File: src/design/lfr_pkg.sv
// lfr_pkg: shared types and codes for the lru frame replacer
// no dependencies; used by the cells, the match encoder, the top level and the testbench
`timescale 1ns / 1ps

package lfr_pkg;

    localparam int FID_W = 6;
    localparam int CNT_W = 7;

    // operation codes of the kind field
    localparam logic [1:0] KIND_VICTIM = 2'd0;
    localparam logic [1:0] KIND_PIN    = 2'd1;
    localparam logic [1:0] KIND_UNPIN  = 2'd2;

    typedef struct packed {
        logic [1:0]       kind;
        logic [FID_W-1:0] frame_num;
    } lfr_in_t;

    typedef struct packed {
        logic             victim_found;
        logic [FID_W-1:0] victim_frame;
        logic [CNT_W-1:0] evictable_count;
    } lfr_out_t;

    // broadcast control from the top level to every cell
    typedef struct packed {
        logic             sample;     // capture match against fid
        logic [FID_W-1:0] fid;
        logic             shift_en;   // cells at or above shift_pos take upper neighbor
        logic [CNT_W-1:0] shift_pos;
        logic             ins_en;     // cell at ins_pos loads ins_fid
        logic [CNT_W-1:0] ins_pos;
        logic [FID_W-1:0] ins_fid;
    } lfr_ctrl_t;

endpackage

File: src/design/lfr_cell.sv
// lfr_cell: one list entry of the recency row (frame id, valid, match flag)
// depends on lfr_pkg
`timescale 1ns / 1ps

module lfr_cell
    import lfr_pkg::*;
#(
    parameter int IDX = 0
) (
    input  logic             aclk,
    input  logic             aresetn,
    input  lfr_ctrl_t        ctrl,
    input  logic [FID_W-1:0] up_id,
    input  logic             up_valid,
    output logic [FID_W-1:0] id,
    output logic             valid,
    output logic             match
);

    localparam logic [CNT_W-1:0] MY_POS = CNT_W'(IDX);

    logic [FID_W-1:0] id_reg, id_next;
    logic             valid_reg, valid_next;
    logic             match_reg, match_next;

    // sample the match flag; shift down from upper neighbor, or load a newly unpinned frame
    always_comb begin
        id_next    = id_reg;
        valid_next = valid_reg;
        match_next = match_reg;
        if (ctrl.sample) begin
            match_next = valid_reg && (id_reg == ctrl.fid);
        end
        if (ctrl.shift_en && (MY_POS >= ctrl.shift_pos)) begin
            id_next    = up_id;
            valid_next = up_valid;
        end else if (ctrl.ins_en && (MY_POS == ctrl.ins_pos)) begin
            id_next    = ctrl.ins_fid;
            valid_next = 1'b1;
        end
    end

    // control state
    always_ff @(posedge aclk) begin
        if (!aresetn) begin
            valid_reg <= 1'b0;
            match_reg <= 1'b0;
        end else begin
            valid_reg <= valid_next;
            match_reg <= match_next;
        end
    end

    // payload
    always_ff @(posedge aclk) begin
        id_reg <= id_next;
    end

    assign id    = id_reg;
    assign valid = valid_reg;
    assign match = match_reg;

endmodule

File: src/design/lfr_match_enc.sv
// lfr_match_enc: encodes the one-hot match row into a cell position
// depends on lfr_pkg
`timescale 1ns / 1ps

module lfr_match_enc
    import lfr_pkg::*;
#(
    parameter int CELLS = 64
) (
    input  logic [CELLS-1:0] match,
    output logic             any,
    output logic [CNT_W-1:0] pos
);

    localparam int IDX_W = (CELLS > 1) ? $clog2(CELLS) : 1;

    logic [IDX_W-1:0] enc;

    // or tree per position bit, valid since frames in the row are distinct
    always_comb begin
        enc = '0;
        for (int b = 0; b < IDX_W; b++) begin
            for (int i = 0; i < CELLS; i++) begin
                if (((i >> b) & 1) == 1) begin
                    enc[b] = enc[b] | match[i];
                end
            end
        end
    end

    assign any = |match;
    assign pos = CNT_W'(enc);

endmodule

File: src/design/lru_frame_replacer.sv
// lru_frame_replacer: recency-ordered list of evictable frames as a row of cells
// depends on lfr_pkg, lfr_cell, lfr_match_enc
// a result is registered in the output register once its item finishes; an item cannot finish
//   while a previous result still waits in the output register
// the cell row samples its match flags when an item is transferred and shifts or
//   inserts when it finishes; one item in flight, no new item taken before that
// an output register holds the result, so the next item is taken while it waits
// reset: synchronous, clears cell valid bits and the count; no clearing pass
`timescale 1ns / 1ps

module lru_frame_replacer
    import lfr_pkg::*;
#(
    parameter int NUM_FRAMES = 64
) (
    input  logic     aclk,
    input  logic     aresetn,
    input  logic     s_valid,
    output logic     s_ready,
    input  lfr_in_t  s_data,
    output logic     m_valid,
    input  logic     m_ready,
    output lfr_out_t m_data
);

    // only 64 distinct ids exist, so the row never needs more cells
    localparam int CELLS = (NUM_FRAMES < 64) ? NUM_FRAMES : 64;
    localparam logic [CNT_W-1:0] CELLS_CNT = CNT_W'(CELLS);
    localparam logic [CNT_W-1:0] ONE_CNT   = CNT_W'(1);

    logic             busy_reg, busy_next;
    lfr_in_t          item_reg;
    logic [CNT_W-1:0] count_reg, count_next;
    logic             m_valid_reg, m_valid_next;
    lfr_out_t         m_data_reg, m_data_next;

    lfr_ctrl_t        ctrl;
    logic [FID_W-1:0] cell_id [CELLS];
    logic [CELLS-1:0] cell_valid;
    logic [CELLS-1:0] cell_match;
    logic             any_match;
    logic [CNT_W-1:0] match_pos;

    logic in_xfer;
    logic finish;
    logic fid_ok;

    assign s_ready = !busy_reg;
    assign in_xfer = s_valid && s_ready;
    assign finish  = busy_reg && (!m_valid_reg || m_ready);
    assign fid_ok  = ({{(32 - FID_W){1'b0}}, item_reg.frame_num} < 32'(NUM_FRAMES));

    // row of cells, each takes its upper neighbor on a shift
    for (genvar i = 0; i < CELLS; i++) begin : g_cell
        logic [FID_W-1:0] up_id;
        logic             up_valid;
        if (i == CELLS - 1) begin : g_top
            assign up_id    = '0;
            assign up_valid = 1'b0;
        end else begin : g_mid
            assign up_id    = cell_id[i+1];
            assign up_valid = cell_valid[i+1];
        end
        lfr_cell #(
            .IDX(i)
        ) u_cell (
            .aclk     (aclk),
            .aresetn  (aresetn),
            .ctrl     (ctrl),
            .up_id    (up_id),
            .up_valid (up_valid),
            .id       (cell_id[i]),
            .valid    (cell_valid[i]),
            .match    (cell_match[i])
        );
    end

    lfr_match_enc #(
        .CELLS(CELLS)
    ) u_enc (
        .match (cell_match),
        .any   (any_match),
        .pos   (match_pos)
    );

    // operation decode: sample on transfer, shift or insert when the item finishes
    always_comb begin
        ctrl.sample    = in_xfer;
        ctrl.fid       = s_data.frame_num;
        ctrl.shift_en  = 1'b0;
        ctrl.shift_pos = '0;
        ctrl.ins_en    = 1'b0;
        ctrl.ins_pos   = count_reg;
        ctrl.ins_fid   = item_reg.frame_num;

        busy_next    = busy_reg;
        count_next   = count_reg;
        m_valid_next = m_valid_reg;
        m_data_next  = m_data_reg;

        if (m_valid_reg && m_ready) begin
            m_valid_next = 1'b0;
        end
        if (in_xfer) begin
            busy_next = 1'b1;
        end

        if (finish) begin
            busy_next                  = 1'b0;
            m_valid_next               = 1'b1;
            m_data_next.victim_found   = 1'b0;
            m_data_next.victim_frame   = '0;
            case (item_reg.kind)
                KIND_VICTIM: begin
                    if (count_reg != '0) begin
                        m_data_next.victim_found = 1'b1;
                        m_data_next.victim_frame = cell_id[0];
                        ctrl.shift_en            = 1'b1;
                        count_next               = count_reg - ONE_CNT;
                    end
                end
                KIND_PIN: begin
                    if (fid_ok && any_match) begin
                        ctrl.shift_en  = 1'b1;
                        ctrl.shift_pos = match_pos;
                        count_next     = count_reg - ONE_CNT;
                    end
                end
                KIND_UNPIN: begin
                    if (fid_ok && !any_match && (count_reg < CELLS_CNT)) begin
                        ctrl.ins_en = 1'b1;
                        count_next  = count_reg + ONE_CNT;
                    end
                end
                default: begin
                end
            endcase
            m_data_next.evictable_count = count_next;
        end
    end

    // control state
    always_ff @(posedge aclk) begin
        if (!aresetn) begin
            busy_reg    <= 1'b0;
            count_reg   <= '0;
            m_valid_reg <= 1'b0;
        end else begin
            busy_reg    <= busy_next;
            count_reg   <= count_next;
            m_valid_reg <= m_valid_next;
        end
    end

    // payload
    always_ff @(posedge aclk) begin
        m_data_reg <= m_data_next;
        if (in_xfer) begin
            item_reg <= s_data;
        end
    end

    assign m_valid = m_valid_reg;
    assign m_data  = m_data_reg;

    // checks
    a_count_bound: assert property (@(posedge aclk) disable iff (!aresetn)
        count_reg <= CELLS_CNT)
        else $error("count exceeds cell row");

    a_head_valid: assert property (@(posedge aclk) disable iff (!aresetn)
        (count_reg != '0) == cell_valid[0])
        else $error("head cell valid disagrees with count");

    a_match_onehot: assert property (@(posedge aclk) disable iff (!aresetn)
        $onehot0(cell_match))
        else $error("frame listed in more than one cell");

    a_finish: assert property (@(posedge aclk) disable iff (!aresetn)
        finish |=> (!busy_reg && m_valid_reg))
        else $error("finished item did not reach the output register");

endmodule

File: config.mk
export PLATFORM = sky130hd
export DESIGN_NAME = lru_frame_replacer
export DESIGN_NICKNAME = d
export VERILOG_FILES = /design/src/design/lfr_pkg.sv /design/src/design/lfr_cell.sv /design/src/design/lfr_match_enc.sv /design/src/design/lru_frame_replacer.sv
export SDC_FILE = /design/constraint.sdc
export NUM_CORES = 1
export LEC_CHECK = 0
export ABC_AREA = 1
export BUFFER_PORTS_ARGS = -buffer_cell sky130_fd_sc_hd__buf_2
export CAP_MARGIN = 5
export CORE_MARGIN = 4
export CORE_UTILIZATION = 50
export DETAILED_ROUTE_END_ITERATION = 6
export PLACE_DENSITY_LB_ADDON = 0.12
export SLEW_MARGIN = 20
export SYNTH_ARGS = -nofsm -noshare
export SYNTH_HDL_FRONTEND = slang
export SYNTH_SLANG_ARGS = --single-unit
File: constraint.sdc
create_clock -name aclk -period 5.05 [get_ports aclk]
set_clock_uncertainty 0.15 [all_clocks]
set_input_delay 0.505 -clock aclk [delete_from_list [all_inputs] [get_ports aclk]]
set_output_delay 0.505 -clock aclk [all_outputs]
set_load 0.05 [all_outputs]
Yosys cells after proc, flatten, opt, wreduce, memory -nomap -nowiden
Cells that the tools add are included.
- reduce and logical (&&, ||, !) cells: 271
- mux-type cells: 266
- equality and inequality tests: 129
- add/sub/neg operators: 2
- $lt $le $gt $ge: 65
- bitwise gates (word level): 187
- operators by type and width (cell ; number):
    2-to-1 mux 6 bit ; 126
    equality test 6 bit ; 64
    equality test 6 x 7 -> 1 bit (first input constant) ; 32
    greater-or-equal comparator 6 x 7 -> 1 bit (first input constant) ; 32
    logical AND 1 bit ; 196
    bitwise OR 1 bit ; 186
    2-to-1 mux 1 bit ; 131
    nonzero test 2 bit ; 64
    equality test 5 x 7 -> 1 bit (first input constant) ; 16
    greater-or-equal comparator 5 x 7 -> 1 bit (first input constant) ; 16
    OR reduction 64 bit ; 1
    equality test 4 x 7 -> 1 bit (first input constant) ; 8
    greater-or-equal comparator 4 x 7 -> 1 bit (first input constant) ; 8
    2-to-1 mux 7 bit ; 5
    equality test 3 x 7 -> 1 bit (first input constant) ; 4
    greater-or-equal comparator 3 x 7 -> 1 bit (first input constant) ; 4
    case mux 7 bit (3 select lines) ; 1
    equality test 2 x 7 -> 1 bit (first input constant) ; 2
    greater-or-equal comparator 1 x 7 -> 1 bit (first input constant) ; 2
    greater-or-equal comparator 2 x 7 -> 1 bit (first input constant) ; 2
    2-to-1 mux 9 bit ; 1
    2-to-1 mux 8 bit ; 1
    adder 7 x 1 -> 7 bit (second input constant) ; 1
    equality test 1 x 7 -> 1 bit (first input constant) ; 1
    13 further kinds ; 16
- output and inout bits: 16
- bits of input ports: 12
- flip-flop bits (word level): 543
- logic and storage cells: 1120

Depth between registers and ports, before layout
- depth in word-level cells: 37
- mapped depth: 16
- mapped depth without buffers: 15

Least setup slack after synthesis
OpenSTA, ideal clock, no wires.
- path type: register to register
- start point: reg m_valid_reg (netlist: m_valid)
- end point: reg g_cell[33].u_cell.id_reg[0] (enable)
- slack: 2.094 ns
- period minus slack after synthesis: 2.956 ns
- stages on the path, launching flop included: 11
- library setup time: 0.380 ns
- buffers on the path: 0
- arrival: 2.427 ns
- data required time: 4.520 ns
- cell sequence: dfxtp_1 > nand2_1 > nand2_2 > clkinv_1 > nand3_2 > nand2_2 > nand2_1 > nand2_2 > inv_2 > nand2_1 > o21ai_0
- longest elaborated chain between the ends: 7
- elaborated cells on any way between the ends: 8
- classes of those cells: 1 x order compare; 1 x mux; 6 x reduce/logical
- RTL lines (what ; RTL line ; text):
    start, declared ; lru_frame_replacer.sv:34 ; logic m_valid_reg, m_valid_next;
    start signal, assigned ; lru_frame_replacer.sv:151 ; m_valid_reg <= m_valid_next;
    zero test 1 bit * ; lru_frame_replacer.sv:50 ; assign finish = busy_reg && (!m_valid_reg || m_ready);
    logical OR 1 bit * ; lru_frame_replacer.sv:50 ;
    logical AND 1 bit * ; lru_frame_replacer.sv:50 ;
    via finish ; lru_frame_replacer.sv:45 ; logic finish;
    2-to-1 mux 9 bit * ; lru_frame_replacer.sv:108 ; if (finish) begin
    greater-or-equal comparator 6 x 7 -> 1 bit ; lfr_cell.sv:34 ; if (ctrl.shift_en && (MY_POS >= ctrl.shift_pos)) begin
    logical AND 1 bit ; lfr_cell.sv:34 ;
    nonzero test 2 bit (no source line) * ; -- ;
    end signal, assigned ; lfr_cell.sv:56 ; id_reg <= id_next;
    end, declared ; lfr_cell.sv:22 ; logic [FID_W-1:0] id_reg, id_next;
The timed path passes the listed nets; every way through them passes the cells marked *.
A chain may end at the register's enable or synchronous reset.

Worst setup path after layout
- start point: reg count_reg[0]
- end point: reg g_cell[33].u_cell.id_reg[5] (enable)
- longest elaborated chain between the ends: 7
- elaborated cells on any way between the ends: 12
- classes of those cells: 1 x order compare; 1 x eq/ne; 5 x mux; 5 x reduce/logical
- RTL lines (what ; RTL line ; text):
    start, declared ; lru_frame_replacer.sv:33 ; logic [CNT_W-1:0] count_reg, count_next;
    start signal, assigned ; lru_frame_replacer.sv:150 ; count_reg <= count_next;
    less-than comparator 7 bit ; lru_frame_replacer.sv:130 ; if (fid_ok && !any_match && (count_reg < CELLS_CNT)) begin
    logical AND 1 bit ; lru_frame_replacer.sv:130 ;
    2-to-1 mux 1 bit ; lru_frame_replacer.sv:130 ;
    2-to-1 mux 1 bit ; lru_frame_replacer.sv:113 ; case (item_reg.kind)
    2-to-1 mux 9 bit ; lru_frame_replacer.sv:108 ;
    logical AND 1 bit ; lfr_cell.sv:37 ; end else if (ctrl.ins_en && (MY_POS == ctrl.ins_pos)) begin
    nonzero test 2 bit (no source line) * ; -- ;
Every way passes the cells marked *; elsewhere a longest branch is shown, timed or not.

==> out/metrics.csv <==
stage,metric,value,unit
run_status,status,completed,
cts,Max Root-Sink Buffers,3,
drt,WL per Instance,24.2,um
grt,first-pass GRT wire length,145,mm
synthesis,Syn Inst Count,3330,
synthesis,Avg Inst Size Synth,8.67,um2
timing,fmax,244,MHz
synthesis,Post-Syn Area,28900,um2
synthesis,sequential share of the synthesized area,51.5,%
cts,hold-fix buffers at CTS,3,
placement,Inst Count DP,3950,
synthesis,Ys Warns,0,
final_layout,filler instances,5145,
drt,ANT nets after route,0,
final_layout,Layout Cells excl Fill,4063,
flow_run,max-cap viol count,0,
floorplanning,Die ar.,61600,um2
min_path,worst hold path type,in2reg,
floorplanning,I/O pins,28,
worst_setup_path,Critical Path Source Type,flip-flop,
floorplanning,die height,248,um
synthesis,Post-synth EDFFs,400,
min_path,Hold Path Stages,3,
cts,H-tree depth,2,
synthesis,Synth top area share,41.6,%
worst_setup_path,crit path max fanout,40,
final_layout,share of layout cells above drive strength 1,8.65,%
timing,RSZ-0062 raised after global routing,no,
final_layout,Antenna Cells,0,
cts,root buf cell,clkbuf_16,
floorplanning,Initial Util,50.9,%
power,Reg power frac,47.2,%
cts,Sink Count,543,
power,Comb pwr share,14.0,%
synthesis,Synth Flop Type,edfxtp_1,
final_layout,most frequent cells in the layout,"nand2_1, nor2_1, edfxtp_1",
power,Net Sw Power,0.00315,W
timing,fin. max-slew vios,0,
floorplanning,Core Rows,87,
final_layout,layout overhead on the synthesized area,8.25,%
power,leakage power figure,11.8,nW
timing,min cycle time layout,4090,ps
timing,Setup-failing EPs final,0,
drt,Initial DRT Pass Iterations,6,
placement,Placer Congestion,0.995,
drt,vias,24316,
drt,Detailed Route WL,98.4,mm
cts,clock slew seen by the registers of the worst setup and hold paths,70,ps
worst_setup_path,Worst setup EP type,flip-flop,
placement,DPL Wire Length,64.9,mm
grt,"Remaining Overflow, GRT",0,
power,clock share of power,38.8,%
power,Sw Ratio,28.3,%
timing,final worst-path cycle share,81.1,%
cts,CTS Buf Count,58,
synthesis,syn nets,3347,
power,Power Total,0.0111,W
grt,vias in the first global route,23314,
placement,Port Buffer Count,27,
synthesis,top post-synthesis cells by area,"edfxtp_1, dfxtp_1, nand2_1",
grt,largest net degree at the start of global routing,62,
floorplanning,Core ar.,56700,um2
synthesis,synth unique cells,49,
timing,pin slew with the least headroom to its limit,1280,ps
grt,initial antenna violation count,0,
floorplanning,Die W,248,um
power,Pwr Density,356,nW/um2
worst_setup_path,worst r2r path cells,13,
placement,Area after DPL,29300,um2
synthesis,"FF+latch count, synth",543,
final_layout,Final Cell Area,31200,um2
cts,Post-CTS Setup Bufs,0,
final_layout,Largest register FFs,384,
synthesis,"Async S/R FF share, synth",0,%
timing,final hold vios,0,
power,internal power,0.00799,W
worst_setup_path,CP Data Required Time,5160,ps
worst_setup_path,crit path DAT,4210,ps
drt,DR DRC count,0,
grt,total track usage,31.6,%
timing,setup_tns,0,ps
final_layout,Layout Nets,3274,
worst_setup_path,Setup CP Type,reg2reg,
timing,worst hold slack,27.1,ps
synthesis,"area leader, netlist",edfxtp_1,
cts,CTS tree,yes,
timing,Max transition margin,14.1,%
final_layout,"most common cell after layout, fill and taps aside",nand2_1,
worst_setup_path,r2r setup slk,960,ps
cts,post_cts resized,0,
drt,DR vias/cell,5.98,
drt,DRT iter0 DRCs,2919,
power,Worst IR Drop VDD,310,uV
cts,Worst-Skew Late Latency,640,ps
[area by class of cell]
type,instances,area (um2),share of cell area [%]
timing repair buffer,71,503,1.61
sequential,543,14900,47.6
clock inverter,30,240,0.769
tap,756,946,3.03
clock buffer,80,1660,5.31
inverter,227,857,2.74
multi-input combinational,2356,12200,38.9
[cell usage after synthesis, types with 7 or more instances]
library cell / n
a2111oi_0: 11
a211oi_1: 22
a21oi_1: 255
a21oi_2: 7
buf_1: 17
buf_2: 52
buf_4: 19
buf_6: 11
clkbuf_1: 105
clkinv_1: 8
dfxtp_1: 143
edfxtp_1: 400
inv_1: 204
inv_2: 13
nand2_1: 628
nand2_2: 22
nand2_4: 11
nand3_1: 101
nand3_2: 9
nand3b_1: 13
nand4_1: 60
nor2_1: 453
nor2_2: 10
nor3_1: 22
nor4_1: 14
o2111ai_1: 7
o211ai_1: 16
o21ai_0: 276
o21ai_1: 84
o21ai_2: 15
o22ai_1: 14
or2_2: 17
xnor2_1: 154
xor2_1: 90
[through the flow]
| step | utilization, % | setup slack [ps] |
|---|---|---|
| after floorplan | - | 2090 |
| after global placement | 51.7 | 1170 |
| after detailed placement | 51.7 | 995 |
| after CTS | 55.1 | 1000 |
| final | 55.1 | 956 |
| after global routing | 55.1 | 635 |
[power by group through the flow]
stage | logic, W | clock network (W) | registers (W)
detailed placement | 0.00151 | 0 | 0.00535
CTS | 0.00152 | 0.00434 | 0.00526
global placement | 0.00148 | 0 | 0.00535
floorplan | 0.00105 | 0 | 0.00533
global route | 0.00169 | 0.00454 | 0.00528
finish | 0.00156 | 0.00432 | 0.00526
[path summary, 6_finish.rpt]
check / startpoint / endpoint
max reg2reg: count_reg[0] / g_cell[33].u_cell.id[5]
min reg2reg: g_cell[12].u_cell.valid / g_cell[12].u_cell.valid
min: s_valid / busy_reg
max: count_reg[0] / g_cell[33].u_cell.id[5]
[critical path, cell delays in order, from the launching register on]
cell and delay (ps):
dfxtp_1 450, clkinv_1 320, ha_1 310, inv_1 130, nor2_4 80, nand2_2 100
nand2_2 180, inv_2 110, nand2_2 100, nand2_4 550, nand2_2 270, inv_2 220
nand2_1 280, o21ai_0 450
[cell families after synthesis]
kind of cell               after synthesis  share of synthesized area, %
AOI/OAI and AO/OA                      733                          14.0
and+or+nand+nor                       1374                          20.5
DFF                                    543                          51.5
buffers and inverters                  431                          6.38
xor gates and xnor gates               244                          7.41
adders and majority gates                5                         0.217
[layer usage]
metal  global-route usage, %  share of wire (%)  vias to the layer above
met5                       0                  0                        -
met4                    14.2                5.4                        0
met3                    6.77                 11                      308
met2                    50.3                 44                     1336
met1                    41.8                 40                    11572
li1                        -                  -                    11100
Note: power is estimated with default switching activity, not from simulation.
